--- src/rtl/pcd_pkg.sv ---
// Shared widths, constants and the context record of the divisor calculator.
`default_nettype none
package pcd_pkg;
   localparam int TGT_W  = 27;
   localparam int OSC_W  = 25;
   localparam int MULT_W = 10;
   localparam int DIV_W  = 9;
   localparam int ACH_W  = 28;
   localparam int NUM_W  = 36;
   localparam int NUM_W1 = NUM_W + 1;
   localparam int DEN_W  = 27;
   localparam int QUO_W  = 28;

   localparam logic [28:0]      VCO_HIGH   = 29'd480000000;
   localparam logic [28:0]      VCO_LOW    = 29'd288000000;
   localparam logic [TGT_W-1:0] VCO_SWITCH = 27'd96000000;
   localparam logic [OSC_W-1:0] HIGH_RANGE = 25'd18000000;
   localparam logic [OSC_W-1:0] IRC_FREQ   = 25'd4000000;
   localparam logic [QUO_W-1:0] MULT_MAX   = 28'd512;
   localparam logic [QUO_W-1:0] MULT_MIN   = 28'd6;
   localparam logic [QUO_W-1:0] DIV_MAX    = 28'd256;
   localparam logic [QUO_W-1:0] DIV_MIN    = 28'd3;
   localparam logic [QUO_W-1:0] DIV_ONE    = 28'd1;
   localparam logic [ACH_W-1:0] ACH_MAX    = 28'hFFFFFFF;

   typedef struct packed {
      logic              use_pll;
      logic              sel;
      logic              hr;
      logic [OSC_W-1:0]  src;
      logic [MULT_W-1:0] mult;
      logic [DIV_W-1:0]  div;
   } ctx_type;
endpackage
`default_nettype wire

--- src/rtl/pcd_div.sv ---
// Restoring divider, one quotient bit per stage, with overflow flag and context.
`default_nettype none
module pcd_div (
   input  wire logic                        clock,
   input  wire logic                        reset,
   input  wire logic                        en,
   input  wire logic                        valid_i,
   input  wire logic [pcd_pkg::NUM_W-1:0]   num_i,
   input  wire logic [pcd_pkg::DEN_W-1:0]   den_i,
   input  wire pcd_pkg::ctx_type            ctx_i,
   output logic                             valid_o,
   output logic [pcd_pkg::QUO_W-1:0]        quo_o,
   output logic                             ovf_o,
   output pcd_pkg::ctx_type                 ctx_o
);
   localparam int N = pcd_pkg::QUO_W;

   logic [pcd_pkg::NUM_W-1:0] rem_ff   [0:N];
   logic [pcd_pkg::DEN_W-1:0] den_ff   [0:N];
   logic [pcd_pkg::QUO_W-1:0] quo_ff   [0:N];
   logic                      ovf_ff   [0:N];
   logic                      valid_ff [0:N];
   pcd_pkg::ctx_type          ctx_ff   [0:N];

   always_ff @(posedge clock) begin
      if (reset) begin
         valid_ff[0] <= 1'b0;
      end else if (en) begin
         valid_ff[0] <= valid_i;
      end
      if (en) begin
         rem_ff[0] <= num_i;
         den_ff[0] <= den_i;
         quo_ff[0] <= '0;
         ctx_ff[0] <= ctx_i;
         // quotient too wide for the stages when num / 2^N reaches den
         ovf_ff[0] <= pcd_pkg::DEN_W'(num_i[pcd_pkg::NUM_W-1:N]) >= den_i;
      end
   end

   for (genvar s = 0; s < N; s++) begin : g_step
      localparam int B = N - 1 - s;
      logic [pcd_pkg::NUM_W1-1:0] hi;
      logic                       take;
      logic [pcd_pkg::NUM_W-1:0]  rem_in;
      logic [pcd_pkg::QUO_W-1:0]  quo_in;

      always_comb begin
         hi     = pcd_pkg::NUM_W1'(rem_ff[s] >> B);
         take   = hi >= pcd_pkg::NUM_W1'(den_ff[s]);
         rem_in = take ? rem_ff[s] - (pcd_pkg::NUM_W'(den_ff[s]) << B) : rem_ff[s];
         quo_in    = quo_ff[s];
         quo_in[B] = take;
      end

      always_ff @(posedge clock) begin
         if (reset) begin
            valid_ff[s+1] <= 1'b0;
         end else if (en) begin
            valid_ff[s+1] <= valid_ff[s];
         end
         if (en) begin
            rem_ff[s+1] <= rem_in;
            den_ff[s+1] <= den_ff[s];
            quo_ff[s+1] <= quo_in;
            ovf_ff[s+1] <= ovf_ff[s];
            ctx_ff[s+1] <= ctx_ff[s];
         end
      end
   end

   assign valid_o = valid_ff[N];
   assign quo_o   = quo_ff[N];
   assign ovf_o   = ovf_ff[N];
   assign ctx_o   = ctx_ff[N];
endmodule
`default_nettype wire

--- config.mk ---
export PLATFORM = sky130hd
export DESIGN_NAME = pcd_div
export DESIGN_NICKNAME = d
export VERILOG_FILES = /design/src/rtl/pcd_pkg.sv /design/src/rtl/pcd_div.sv
export SDC_FILE = /design/constraint.sdc
export NUM_CORES = 2
export LEC_CHECK = 0
export ABC_CLOCK_PERIOD_IN_PS = 4100
export BUFFER_PORTS_ARGS = -buffer_cell sky130_fd_sc_hd__buf_2
export CORE_UTILIZATION = 63
export CTS_BUF_LIST = sky130_fd_sc_hd__clkbuf_4 sky130_fd_sc_hd__clkbuf_8 sky130_fd_sc_hd__clkbuf_16
export DETAILED_ROUTE_END_ITERATION = 6
export PLACE_DENSITY = 0.8
export SLEW_MARGIN = 20
export SYNTH_ARGS = -nofsm -noshare
export SYNTH_HDL_FRONTEND = slang
export SYNTH_SLANG_ARGS = --single-unit
--- constraint.sdc ---
create_clock -name clock -period 4.1 [get_ports clock]
set_clock_uncertainty 0.15 [all_clocks]
set_input_delay 0.615 -clock clock [delete_from_list [all_inputs] [get_ports clock]]
set_output_delay 0.615 -clock clock [all_outputs]
set_load 0.005 [all_outputs]
# Word-level counts from Yosys, hierarchy flattened
# Memory sizes are Yosys's and may differ from the RTL's.
# Index checks and enable logic that the tools add are counted.
totals:
  regBits: 0
  ramBits: 4060
  output_inout_bits: 77
  wordCells: 155
  memories: 6
mem_list:
  columns: ["name", "depth", "width", "read_ports", "rd_ports_with_merged_regs", "write_ports", "line_no", "rtl"]
  rows:
  - ["ctx_ff", 29, 47, 29, 0, 29, "pcd_div.sv:23", "pcd_pkg::ctx_type ctx_ff [0:N];"]
  - ["rem_ff", 29, 36, 28, 0, 29, "pcd_div.sv:18", "logic [pcd_pkg::NUM_W-1:0] rem_ff [0:N];"]
  - ["quo_ff", 29, 28, 29, 0, 29, "pcd_div.sv:20", "logic [pcd_pkg::QUO_W-1:0] quo_ff [0:N];"]
  - ["den_ff", 29, 27, 28, 0, 29, "pcd_div.sv:19", "logic [pcd_pkg::DEN_W-1:0] den_ff [0:N];"]
  - ["ovf_ff", 29, 1, 29, 0, 29, "pcd_div.sv:21", "logic ovf_ff [0:N];"]
  - ["valid_ff", 29, 1, 29, 0, 29, "pcd_div.sv:22", "logic valid_ff [0:N];"]
classes:
  addsub: 28
  n_lt_le_gt_ge: 29
  mux: 63
  bitwise_logic: 29
op_table:
  columns: ["cell", "n"]
  rows:
  - ["2-to-1 mux 36 bit", 28]
  - ["subtractor 36 bit", 19]
  - ["greater-or-equal comparator 36 x 27 -> 1 bit", 1]
  - ["subtractor 36 x 27 -> 36 bit", 1]
  - ["subtractor 36 x 28 -> 36 bit", 1]
  - ["subtractor 36 x 29 -> 36 bit", 1]
  - ["subtractor 36 x 30 -> 36 bit", 1]
  - ["subtractor 36 x 31 -> 36 bit", 1]
  - ["subtractor 36 x 32 -> 36 bit", 1]
  - ["subtractor 36 x 33 -> 36 bit", 1]
  - ["subtractor 36 x 34 -> 36 bit", 1]
  - ["subtractor 36 x 35 -> 36 bit", 1]
  - ["greater-or-equal comparator 35 x 27 -> 1 bit", 1]
  - ["2-to-1 mux 1 bit", 35]
  - ["greater-or-equal comparator 34 x 27 -> 1 bit", 1]
  - ["greater-or-equal comparator 33 x 27 -> 1 bit", 1]
  - ["greater-or-equal comparator 32 x 27 -> 1 bit", 1]
  - ["greater-or-equal comparator 31 x 27 -> 1 bit", 1]
  - ["greater-or-equal comparator 30 x 27 -> 1 bit", 1]
  - ["greater-or-equal comparator 29 x 27 -> 1 bit", 1]
  - ["bitwise OR 1 bit", 29]
  - ["greater-or-equal comparator 28 x 27 -> 1 bit", 1]
  - ["greater-or-equal comparator 10 x 27 -> 1 bit", 1]
  - ["greater-or-equal comparator 11 x 27 -> 1 bit", 1]
  - ["other kinds (18)", 18]

# Longest topological paths before layout
logic_depth:
  ltp_word: 4
  depth_mapped: 16

# Worst setup path after synthesis
# Ideal clock, no wire load.
synth_path:
  path_type: "register -> register"
  start: "mem rem_ff[3][38] in the netlist's numbering"
  end: "mem rem_ff[3][78] in the netlist's numbering (data pin)"
  t_arrival_ns: 3.139
  setup_slack_ns: 0.549
  stages_incl_launch_ff: 16
  period_less_slack_ns: 3.551
  cell_sequence: "edfxtp_1 inv_1 ha_1 inv_1 fa_1 a21o_1 a31oi_1 o21ai_1 a21oi_1 o311ai_2 a21oi_1 nor2_1 a221o_1 buf_2 buf_4 mux2_1"
synth_rtl:
  columns: ["element", "line_no"]
  rows:
  - ["start: declaration", "pcd_div.sv:18"]

==> metrics.cfg <==
[min_path]
min_path_cells = 4
min_to = valid_ff[0][0]
hold_start = reset
min_path_type = input pin to flop

[sta]
relSlewSlack_pct = 31.4
fin_crit_sh_pct = 95.6
worst_pin_slew_ns = 1.03
setup_tns_ns = 0
slew_viol_final = 0
finalSetupViolations = 0
finalHoldViolCount = 0
grt_setup_unrepaired = no
fin_ws_ns = 0.182
fmax_mhz = 255
fin_crit_ns = 3.92
timing.hold.ws_ns = 0.167

[synth]
synthArstFlopShare_pct = 0
ys_seq_area_share_pct = 74.7
synth-edff-count = 3591
synth_nets = 9811
ys_ff_latch = 3591
synthFlopType = edfxtp_1
syn_inst = 9077
syn_area_um2 = 144000
syn_avg_cell_area_um2 = 15.9
synth_cell_types = 94
yosys_warnings = 0

[clock_network]
root_buffer = clkbuf_16
htreeDepth = 5
cts.path.max_buffers = 4
clk_pin_slew_ns = 0.07
cts_tree = yes
cts-buffers-inserted = 365
clock_latency_ns = 0.98
cts.sink_count = 3591

[final_layout]
final_cell_mix = edfxtp_1, inv_1, ha_1, nand2_1, o21ai_0
drive_gt1_share_pct = 12.4
syn2layout_area_growth_pct = 13.5
final_common_cell = edfxtp_1
fillCellCount = 13800
nets = 10600

[critical_path]
worst-endpoint-required_ns = 4.59
r2r_cells = 13
startpoint = den_ff[11][1]
r2r_slack_ns = 0.18
r2r-start = den_ff[11][1]
setup.worst_path.start_class = flop
cp_max_fo = 20
reg2reg_to = rem_ff[1][169]
endpoint_kind = flop
cp.arrival_ns = 4.41
crit_type = flop to flop

[grt]
grt_pass1_vias = 76400
grt_overflow = 0
grt_max_degree = 131
antenna_found_initial = 11
grtUsageTotal_pct = 24.9
grt_first_pass_wirelength_um = 439000

[placed_design]
dp_slack_ns = 0.251
gp_congestion = 0.928
portBuffers = 190
place_hpwl_um = 186000

[route]
first_pass_iters = 7
drtIter0Drc = 7120
finalWirelength_um = 286000
vias_per_cell = 5.78
drtAntennaViolNets = 0
route.detailed.drc = 3
wl_per_cell_um = 21.8
vias = 75900

[power_and_ir_drop]
leakage_nw = 62.5
power_density_nw_per_um2 = 578
peakVddDrop_mv = 0.477

[die]
rows = 175
dieArea_um2 = 231000
core-area_um2 = 227000
die_w_um = 481
initial_core_util_pct = 63.4
fp.dieH_um = 481
io_pins = 191

[flow_run]
drv_cap = 0

[outcome]
violations = design-rule violations
status = finished with violations

what timing repair did:
action,4_1_cts,5_1_grt
hold buffers,112,0
setup buffers,0,0
endpoints found under the setup margin,0,18
resized for setup,0,2
hold endpoints to repair,125,0
metrics by stage:
stage	utilization [%]	instances	area [um2]	total power (W)
2_1_floorplan	-	9077	144000	0.0570
3_3_place_gp	66.3	12400	151000	0.0619
3_5_place_dp	66.3	12400	151000	0.0623
4_1_cts	72.0	13100	164000	0.0952
5_1_grt	72.0	13100	164000	0.0986
6_report	72.0	13100	164000	0.0946
layout make-up:
| class | count | area [um2] | area share, % |
|---|---|---|---|
| clock buffers | 429 | 9680 | 5.91 |
| multi-input cells | 4570 | 33000 | 20.1 |
| diodes | 4 | 10.0 | 0.00611 |
| repair buffers | 529 | 4500 | 2.75 |
| flip-flops and latches | 3591 | 108000 | 65.8 |
| clock inverters | 216 | 2050 | 1.25 |
| well taps | 3009 | 3760 | 2.30 |
| inverters | 789 | 2960 | 1.81 |
power breakdown:
group / switching (W) / internal (W)
logic: 0.00875 / 0.00649
clock network: 0.0136 / 0.0190
registers: 0.00205 / 0.0447
cell families after synthesis:
logic type	synth area share [%]
AOI/OAI and AO/OA	7.42
xor gates and xnor gates	2.85
adders and majority gates	5.52
buffers and inverters	2.44
DFF	74.7
muxes	1.81
and+or+nand+nor	5.24
worst max path at each step:
| stage | to | slack, ns | cells past startpoint |
|---|---|---|---|
| finish | rem_ff[1][169] | 0.18 | 13 |
| global route | rem_ff[2][215] | 0.009 | 12 |
| CTS | rem_ff[2][283] | 0.20 | 14 |
| detailed placement | rem_ff[2][283] | 0.25 | 14 |
| global placement | rem_ff[2][283] | 0.28 | 14 |
| floorplan | rem_ff[3][78] | 0.55 | 15 |
registers in the layout, indices dropped and copies added, names as in the netlist:
signal	flops
ctx_ff	1363
valid_ff	29
ovf_ff	29
rem_ff	1008
quo_ff	406
den_ff	756
metal layers:
layer	vias to the layer above	global-route usage (%)	wire length, um
li1	35700	-	-
met1	37200	34.7	124000
met2	2419	40.9	138000
met3	513	3.77	16700
met4	2	7.67	7770
met5	-	0	13
synth_stat cells, types with 19 or more instances:
master	instances	area share, %
a211oi_1	38	0.20
a21boi_0	27	0.14
a21o_1	263	1.4
a21oi_1	474	1.6
a31oi_1	37	0.16
and2_1	51	0.22
and3_1	37	0.16
buf_2	28	0.097
clkbuf_1	88	0.23
edfxtp_1	3591	75
fa_1	27	0.37
ha_1	593	5.1
inv_1	789	2.1
mux2_2	182	1.4
mux2i_1	21	0.15
nand2_1	494	1.3
nand2b_1	79	0.34
nand3_1	94	0.33
nand4_1	87	0.38
nor2_1	309	0.80
nor2b_1	104	0.45
nor3_1	95	0.33
nor4_1	66	0.29
o211ai_1	19	0.099
o21a_1	77	0.40
o21ai_0	479	1.7
o21bai_1	63	0.33
o31ai_1	46	0.24
or2_2	25	0.11
or3_1	32	0.14
xnor2_1	280	1.7
xor2_1	189	1.1
critical path: stages, from the launching register on:
cell,delay (ns)
edfxtp_1,0.43
inv_1,0.07
ha_1,0.37
nor2b_1,0.20
o21bai_1,0.20
a21boi_0,0.19
o31ai_1,0.46
nand4b_1,0.15
and3_1,0.22
a221o_1,0.35
nand2_1,0.08
a21o_1,0.11
buf_4,0.27
mux2_2,0.37
No activity file was read; power rests on OpenSTA's default activity.
