`src/rtl/pcd_pkg.sv`:
```
// Shared widths, constants and the context record of the divisor calculator.
`default_nettype none
package pcd_pkg;
   localparam int TGT_W  = 27;
   localparam int OSC_W  = 25;
   localparam int MULT_W = 10;
   localparam int DIV_W  = 9;
   localparam int ACH_W  = 28;
   localparam int NUM_W  = 36;
   localparam int NUM_W1 = NUM_W + 1;
   localparam int DEN_W  = 27;
   localparam int QUO_W  = 28;

   localparam logic [28:0]      VCO_HIGH   = 29'd480000000;
   localparam logic [28:0]      VCO_LOW    = 29'd288000000;
   localparam logic [TGT_W-1:0] VCO_SWITCH = 27'd96000000;
   localparam logic [OSC_W-1:0] HIGH_RANGE = 25'd18000000;
   localparam logic [OSC_W-1:0] IRC_FREQ   = 25'd4000000;
   localparam logic [QUO_W-1:0] MULT_MAX   = 28'd512;
   localparam logic [QUO_W-1:0] MULT_MIN   = 28'd6;
   localparam logic [QUO_W-1:0] DIV_MAX    = 28'd256;
   localparam logic [QUO_W-1:0] DIV_MIN    = 28'd3;
   localparam logic [QUO_W-1:0] DIV_ONE    = 28'd1;
   localparam logic [ACH_W-1:0] ACH_MAX    = 28'hFFFFFFF;

   typedef struct packed {
      logic              use_pll;
      logic              sel;
      logic              hr;
      logic [OSC_W-1:0]  src;
      logic [MULT_W-1:0] mult;
      logic [DIV_W-1:0]  div;
   } ctx_type;
endpackage
`default_nettype wire

```
`src/rtl/pcd_front.sv`:
```
// Input decode: source choice, VCO choice and the operands of the first divisions.
`default_nettype none
module pcd_front (
   input  wire logic [pcd_pkg::TGT_W-1:0] target_freq,
   input  wire logic [pcd_pkg::OSC_W-1:0] osc_freq,
   output pcd_pkg::ctx_type               ctx,
   output logic [pcd_pkg::NUM_W-1:0]      mult_num,
   output logic [pcd_pkg::DEN_W-1:0]      mult_den,
   output logic [pcd_pkg::NUM_W-1:0]      div_num,
   output logic [pcd_pkg::DEN_W-1:0]      div_den
);
   logic [pcd_pkg::TGT_W-1:0] tgt;
   logic [pcd_pkg::OSC_W-1:0] src;
   logic [28:0]               vco;
   logic                      pll;

   always_comb begin
      // a zero target counts as 1 Hz
      tgt = (target_freq == '0) ? pcd_pkg::TGT_W'(1) : target_freq;
      src = (osc_freq != '0) ? osc_freq : pcd_pkg::IRC_FREQ;
      vco = (tgt > pcd_pkg::VCO_SWITCH) ? pcd_pkg::VCO_HIGH : pcd_pkg::VCO_LOW;
      pll = tgt > pcd_pkg::TGT_W'(src);
      ctx.use_pll = pll;
      ctx.sel     = osc_freq != '0;
      ctx.hr      = osc_freq > pcd_pkg::HIGH_RANGE;
      ctx.src     = src;
      ctx.mult    = '0;
      ctx.div     = '0;
      mult_num = pcd_pkg::NUM_W'(vco) + pcd_pkg::NUM_W'(src);
      mult_den = pcd_pkg::DEN_W'({src, 1'b0});
      div_num  = (pll ? pcd_pkg::NUM_W'(vco) : pcd_pkg::NUM_W'(src))
                 + pcd_pkg::NUM_W'(tgt >> 1);
      div_den  = tgt;
   end
endmodule
`default_nettype wire

```
`config.mk`:
```
export PLATFORM = sky130hd
export DESIGN_NAME = pcd_front
export DESIGN_NICKNAME = d
export VERILOG_FILES = /design/src/rtl/pcd_pkg.sv /design/src/rtl/pcd_front.sv
export SDC_FILE = /design/constraint.sdc
export NUM_CORES = 1
export LEC_CHECK = 0
export ABC_AREA = 1
export BUFFER_PORTS_ARGS = -buffer_cell sky130_fd_sc_hd__clkbuf_2
export CAP_MARGIN = 20
export CELL_PAD_IN_SITES_DETAIL_PLACEMENT = 1
export CELL_PAD_IN_SITES_GLOBAL_PLACEMENT = 2
export CORE_UTILIZATION = 23
export DETAILED_ROUTE_END_ITERATION = 16
export PLACE_DENSITY_LB_ADDON = 0.1
export SLEW_MARGIN = 10
export SYNTH_ARGS = -nofsm -noshare
export SYNTH_HDL_FRONTEND = slang
export SYNTH_SLANG_ARGS = --single-unit
```
`constraint.sdc`:
```
create_clock -name vclk -period 8.3
set_input_delay 1.66 -clock vclk [all_inputs]
set_output_delay 1.66 -clock vclk [all_outputs]
set_load 0.03 [all_outputs]
```
Word level (Yosys, flattened, before mapping)
Cells that the tools add are included.

Flip-flop bits (word level): 0. Bits in latches: 0. Bits in writable memories: 0. Bits in read-only memories: 0. Output and inout bits: 173. Word-level logic and storage cells: 11. Memories: 0.

Add/sub/neg operators: 2. Multiply operators: 0. Div/mod/pow operators: 0. Order comparisons: 3. Eq/ne operators: 0. Shift-type cells: 0. Multiplexer cells: 4. Bitwise logic cells: 0. Reductions and logical operators: 2.

Operators by type and width (count): $add 29x25->30 (1); $add 29x26->30 (1); $mux 29 (1); $mux 28 (1); $gt 27x25->1 (1); $gt 27x27->1 const B (1); $logic_not 27->1 (1); $mux 27 (1); $gt 25x25->1 const B (1); $mux 25 (1); $reduce_bool 25->1 (1).

Longest topological paths before layout
Gate-level depths: netlist of run 1.

Depth after elaboration: 6. Gate-level depth with buffers: 35. Mapped depth without buffers: 33.

Worst setup path before layout of run 1
Ideal clock, no wire load.

Path type: in2out. From: input port osc_freq[12] in the netlist's numbering. To: output port div_num[26] in the netlist's numbering. Arrival: 6.074 ns. Required time: 6.640 ns. Path slack: 0.566 ns. Cell stages on the path: 31. Path through: buf_4 inv_2 nand3_2 nor4_4 nand2_4 inv_2 or2_1 buf_4 inv_2 ha_1 nand2_1 nor2_1 nand3b_1 nor3_1 nand4_1 nand2_2 buf_6 clkinv_1 nor2_1 ha_1 inv_1 fa_1 o21ai_0 a21o_2 nand2_2 nand2_2 nand2_1 nand2_2 nand2_1 nand2_1 xor2_1.

RTL lines: start, declared (line pcd_front.sv:5) `input wire logic [pcd_pkg::OSC_W-1:0] osc_freq,`; end, declared (line pcd_front.sv:9) `output logic [pcd_pkg::NUM_W-1:0] div_num,`.

Worst setup path in the final report of run 1
From: input port osc_freq[5] in the netlist's numbering. To: output port div_num[24] in the netlist's numbering.

Cells in the longest elaborated chain, start to end: 5.

RTL lines: $reduce_bool 25->1 (line pcd_front.sv:20) `src = (osc_freq != '0) ? osc_freq : pcd_pkg::IRC_FREQ;`; $mux 25 * (line pcd_front.sv:20); $gt 27x25->1 (line pcd_front.sv:22) `pll = tgt > pcd_pkg::TGT_W'(src);`; $mux 29 * (line pcd_front.sv:31) `div_num = (pll ? pcd_pkg::NUM_W'(vco) : pcd_pkg::NUM_W'(src))`; $add 29x26->30 * (line pcd_front.sv:32) `+ pcd_pkg::NUM_W'(tgt >> 1);`.

Mark *: on every way between the ends. The rest lies on a longest branch, timed or not.

==> metrics.md, run 1 <==
| Metric | Value |
|---|---|
| Hold Vio Cnt, Final | `0` |
| Status | `finished with violations` |
| Core area | `between 15000 and 20000 um2` |
| Min-delay worst type | `input port to primary output` |
| # rows | `just under 50` |
| Antenna fix cells | `0` |
| Area Growth Syn to Fin | `15.4%` |
| Initial Util | `23.7%` |
| Pre-CTS setup slack | `between 100 and 150 ps` |
| Nets@finish | `between 900 and 1k` |
| Cell variety after synth | `50` |
| Synth area leaders | `ha_1, buf_4, nand2_1` |
| # IOs | `approximately 230` |
| Initial antenna violation count | `0` |
| DRC Markers | `15` |
| Switching share of total power | `73.2%` |
| Fmax | `approximately 130 MHz` |
| Worst path slowest cell | `ha_1` |
| Final hold slack | `3610 ps` |
| Violated checks | `DRC` |
| Crit path capture type | `primary output` |
| Placed insts | `1087` |
| Largest net degree at the start of global routing | `14` |
| Clock buffer count | `0` |
| Unrepaired setup endpoints after global routing | `no` |
| Area of placed instances | `4970 um2` |
| Vias in the first global route | `5102` |
| Final instance area | `4990 um2` |
| Max-cap violation count | `0` |
| Sequential cell area | `0 um2` |
| Mapped Cells | `751` |
| Arr. time, crit path | `about 6300 ps` |
| Worst-margin pin slew | `just under 500 ps` |
| Footprint of the multi-input gates | `around 3300 um2` |
| Detailed Route Iter0 Violations | `~180` |
| Setup Crit Path Kind | `input port to primary output` |
| Crit path setup slack, layout | `391 ps` |
| CP delay by family, top | `simple AND/OR/NAND/NOR gates` |
| Via density | `4.59` |
| Fill cell count | `2438` |
| Die Width | `around 140 um` |
| Final setup vio count | `0` |
| Power Density | `96.2 nW/um2` |
| Seq/Total Area, Yosys | `0%` |
| Avg Inst Size Synth | `5.76 um2` |
| Maximum vdd drop | `~0.037 mV` |
| Antenna Nets Post-Route | `0` |
| First-pass GRT wire length | `just under 30000 um` |
| Maximum fanout along the worst path | `11` |
| Drt pass-1 iters | `11` |
| Die ar. | `19300 um2` |
| Die height | `139 um` |
| Sequential share of power | `0%` |
| Most used cell along the critical path | `nor2_2` |
| WP data required | `6640 ps` |
| Vias | `4998` |
| Most frequent cell after synthesis | `nand2_1` |
| Lkg Pwr | `2.91 nW` |
| Tcrit/Tclk final | `95.3%` |
| Final Total Pwr | `480 uW` |
| Clk pwr share | `0%` |
| IO buf count | `190` |
| Post-layout min period | `7910 ps` |
| Dpl hpwl | `16500 um` |
| Total wire length | `18500 um` |
| Relative slew slack | `66.6%` |
| Cell accounting for the most synthesized area | `ha_1` |
| Synth top area share | `16.2%` |
| Slowest cell delay on critical path | `between 300 and 400 ps` |
| Final core utilization | `27.4%` |
| Synthesized cell area | `4320 um2` |
| Combinational share of power | `100.0%` |
| Setup TNS | `0 ps` |
| Max Slew Vio Count | `0` |
| NetSw | `about 350 uW` |
| Worst Path Buf+Inv | `6` |
| Total grt overflow | `0` |
| Gpl congestion | `0.890` |
| Final Non-Filler Cells | `1088` |
| Layout cells sized above 1 | `31.4%` |
| Cell Int Power | `about 130 uW` |
| WL per Instance | `~17 um` |
| Synth warn | `0` |
| Synth top cells by count | `nand2_1, inv_1, nor2_1, buf_4, ha_1` |
| Startpoint types | `input port` |
| Number of sequential cells | `0` |
| GRT Total Usage | `roughly 19%` |
-- power groups by stage --
stage | registers [mW] | logic, mW | clock network, mW
finish | 0 | 0.480 | 0
global route | 0 | 0.521 | 0
floorplan | 0 | 0.366 | 0
global placement | 0 | 0.479 | 0
CTS | 0 | 0.483 | 0
detailed placement | 0 | 0.481 | 0
-- final timing paths --
| path | startpoint | to | cells after the start |
|---|---|---|---|
| hold / removal | osc_freq[3] | mult_num[3] | 2 |
| setup / recovery | osc_freq[5] | div_num[24] | 28 |
-- area by class of cell --
cell class | instances | share of cell area [%]
Multi-Input combinational cell | 560 | 66.4
Tap cell | 229 | 5.74
Inverter | 102 | 7.77
Timing Repair Buffer | 197 | 20.1
-- cell families after synthesis --
logic type / after synthesis / synth area share [%]
buf+inv: 224 / 26.6
simple gates: 344 / 37.7
compound gates: 100 / 14.1
other cells: 2 / 0.174
fa+ha+maj: 57 / 16.7
xor+xnor: 24 / 4.86
-- what timing repair did --
action                                  CTS  global route
hold buffers                              0             0
endpoints found under the setup margin    0            17
resized for setup                         0             7
setup buffers                             0             1
-- cell usage in the layout, fill, tap and decap left out, types with 8 or more instances in the layout --
cell type  instances
conb_1            35
inv_2             11
clkbuf_2         189
o21ai_0           19
nand3_1           31
ha_1              56
inv_1             88
nor2_1            73
nor2_2             9
a21oi_1           46
nand2_1          145
xor2_1            21
nand2_2           23
nor3_1            17
nand4_1           21
nand3_2            8
-- per-layer routing --
metal	track usage, %	part of all wire (%)	vias to the layer above
li1	-	-	2526
met1	24.9	47	2346
met2	34.3	49	120
met3	0.794	3.2	6
met4	0.936	0.48	0
met5	0	0	-
Note: power is estimated with default switching activity, not from simulation.
==> inputs of run 2 (changes only) <==
ABC_AREA = not set   (was 1)
CORE_UTILIZATION = 22   (was 23)
==> metrics.md, run 2 <==
| Metric | Value |
|---|---|
| Status | `completed` |
| Die ar. | `16800 um2 (-13%)` |
| Drt pass-1 iters | `4 (-7)` |
| Max Slew Vio Count | `0 (unchanged)` |
| Number of sequential cells | `0 (unchanged)` |
| Detailed Route Iter0 Violations | `73 (-60%)` |
| Layout cells sized above 1 | `51.1% (+20 points)` |
| Worst Hold End | `div_den[8]` |
| Synth top area share | `19.5% (+3.3 points)` |
| GRT Total Usage | `17.9% (-0.69 points)` |
| DRC Markers | `0 (-15)` |
| Pre-CTS setup slack | `-557 ps (-668 ps)` |
| Global routing met3 resource utilization | `0.867% (+0.073 points)` |
| Maximum fanout along the worst path | `7 (-4)` |
| Dpl hpwl | `13700 um (-17%)` |
| Hold_sp | `target_freq[8]` |
| Power Density | `95.1 nW/um2 (-1.2%)` |
| Synth top cells by count | `buf_4, ha_1, nor2_1, clkbuf_1, inv_1` |
| Die height | `130 um (-6.8%)` |
| Nets@finish | `895 (-7.7%)` |
| Most frequent cell after synthesis | `buf_4` |
| Synth Area in Compound Gates | `24.6% (+11 points)` |
| Synth warn | `0 (unchanged)` |
| Largest net degree at the start of global routing | `25 (+11)` |
| Total grt overflow | `0 (unchanged)` |
| Hold buffer count at cts | `0 (unchanged)` |
| Antenna fix cells | `0 (unchanged)` |
| Main combinational cell family by area after synthesis | `buffers and inverters` |
| Vias | `4495 (-10%)` |
| Setup Crit Path Kind | `input port to primary output` |
| Core area | `15900 um2 (-13%)` |
| Maximum vdd drop | `0.0581 mV (+58%)` |
| Routing usage on met1 | `22.4% (-2.5 points)` |
| Synthesized cell area | `3580 um2 (-17%)` |
| Vias in the first global route | `4502 (-12%)` |
| Lkg Pwr | `3.09 nW (+6.2%)` |
| Fraction of the mapped netlist area in adder cells | `20.7% (+4.0 points)` |
| Initial Util | `22.6% (-1.2 points)` |
| Antenna Nets Post-Route | `0 (unchanged)` |
| IO buf count | `190 (unchanged)` |
| Sequential cell area | `0 um2 (unchanged)` |
| Synth area leaders | `ha_1, buf_4, xnor2_1` |
| First-pass GRT wire length | `23900 um (-17%)` |
| XOR/XNOR Fraction of Synth Area | `7.82% (+3.0 points)` |
| Final core utilization | `36.3% (+8.9 points)` |
| Max-cap violation count | `0 (unchanged)` |
| Arr. time, crit path | `6630 ps (+380 ps)` |
| Synth Area in Simple Gates | `21.0% (-17 points)` |
| Setup TNS | `0 ps (unchanged)` |
| Crit path capture type | `primary output` |
| Gpl congestion | `0.869 (-2.4%)` |
| Cell variety after synth | `63 (+26%)` |
| Via density | `4.50 (-2.1%)` |
| Mapped Cells | `544 (-28%)` |
| Hold Vio Cnt, Final | `0 (unchanged)` |
| Startpoint types | `input port` |
| Avg Inst Size Synth | `6.59 um2 (+14%)` |
| Grt met2 use | `35.2% (+0.88 points)` |
| Total wire length | `15800 um (-14%)` |
| GR peak layer | `met2` |
| Fmax | `121 MHz (-4.5%)` |
| Clock buffer count | `0 (unchanged)` |
| WP data required | `6640 ps (about the same)` |
| Most frequent cells in the layout | `clkbuf_2, buf_4, ha_1` |
| Post-synthesis mux area share | `0.279% (+0.28 points)` |
| Min-delay worst type | `input port to primary output` |
| Seq/Total Area, Yosys | `0% (unchanged)` |
| Tcrit/Tclk final | `99.8% (+4.5 points)` |
| WL per Instance | `15.8 um (-6.8%)` |
| Most common cell after layout, fill and taps aside | `clkbuf_2` |
| Die Width | `130 um (-6.8%)` |
| Unrepaired setup endpoints after global routing | `yes` |
| Crit path setup slack, layout | `14.4 ps (-376 ps)` |
| # rows | `46 (-6.1%)` |
| Final setup vio count | `0 (unchanged)` |
| # IOs | `225 (unchanged)` |
| Initial antenna violation count | `0 (unchanged)` |
| Area Growth Syn to Fin | `61.0%` |
| Worst hold path cell count | `2 (unchanged)` |
| Post-layout min period | `8290 ps (+376 ps)` |
| Cell accounting for the most synthesized area | `ha_1` |
run 2: critical path, stage by stage:
cell and delay [ps]:
buf_8 100, nor4_4 330, nand3_2 150, nor3_4 260, buf_6 140, nor2_4 40, ha_4 240, nand4_1 150
nor4_4 310, nand4_1 190, a31o_1 260, a21oi_4 260, nand2b_4 180, buf_4 90, buf_4 90, fa_2 200
nor2b_2 50, o21ai_2 160, a21boi_2 80, a211o_1 280, o2111ai_2 110, a2bb2oi_4 230, o22ai_2 110, a311o_1 330
a211oi_2 210, buf_4 150, xnor2_2 100, clkbuf_8 180
run 2: final cells by class:
class / count / area (um2)
Inverter: 40 / 150
Fill cell: 2053 / 10100
Multi-Input combinational cell: 411 / 3180
Timing Repair Buffer: 333 / 2170
Tap cell: 216 / 270
run 2: through the flow:
step	hold slack [ps]	power [mW]	cell area [um2]	cells
after CTS	3640	0.525	5440	987
after global placement	3630	0.496	5090	974
after detailed placement	3640	0.500	5090	974
after floorplan	3460	0.349	3750	577
after global routing	3650	0.592	5770	1000
final	3630	0.549	5770	1000
run 2: kinds of logic after synthesis:
kind of cell / after synthesis
adder cells (fa/ha/maj): 59
AO/OA/AOI/OAI: 132
XOR/XNOR: 32
multiplexers: 1
AND/OR/NAND/NOR: 152
other: 2
buffers and inverters: 166
run 2: report_power, final:
| part | leakage (nW) | total, mW | switching (mW) | internal (mW) |
|---|---|---|---|---|
| clock | 0 | 0 | 0 | 0 |
| sequential | 0 | 0 | 0 | 0 |
| combinational | 3.09 | 0.549 | 0.338 | 0.211 |
| total | 3.09 | 0.549 | 0.338 | 0.211 |
run 2: worst max-delay path by stage:
stage / slack (ps) / to / start / cells past startpoint
floorplan: 20 / div_num[22] / osc_freq[12] / 25
global placement: -340 / div_num[22] / osc_freq[12] / 27
detailed placement: -560 / div_num[22] / osc_freq[12] / 28
CTS: -40 / div_num[26] / osc_freq[2] / 27
global route: -310 / div_num[22] / osc_freq[12] / 28
finish: 10 / div_num[22] / osc_freq[12] / 28
run 2: routing by layer:
layer,share of wire [%],wire length (um)
met5,0,0
met4,0.19,30
met3,4.0,637
met2,52,8290
met1,43,6870
run 2: timing repair:
item                       4_1_cts  5_1_grt
pin swaps                       27       42
setup endpoints to repair       21       21
cloned                           0        1
resized for setup               55       80
setup buffers                   13       14
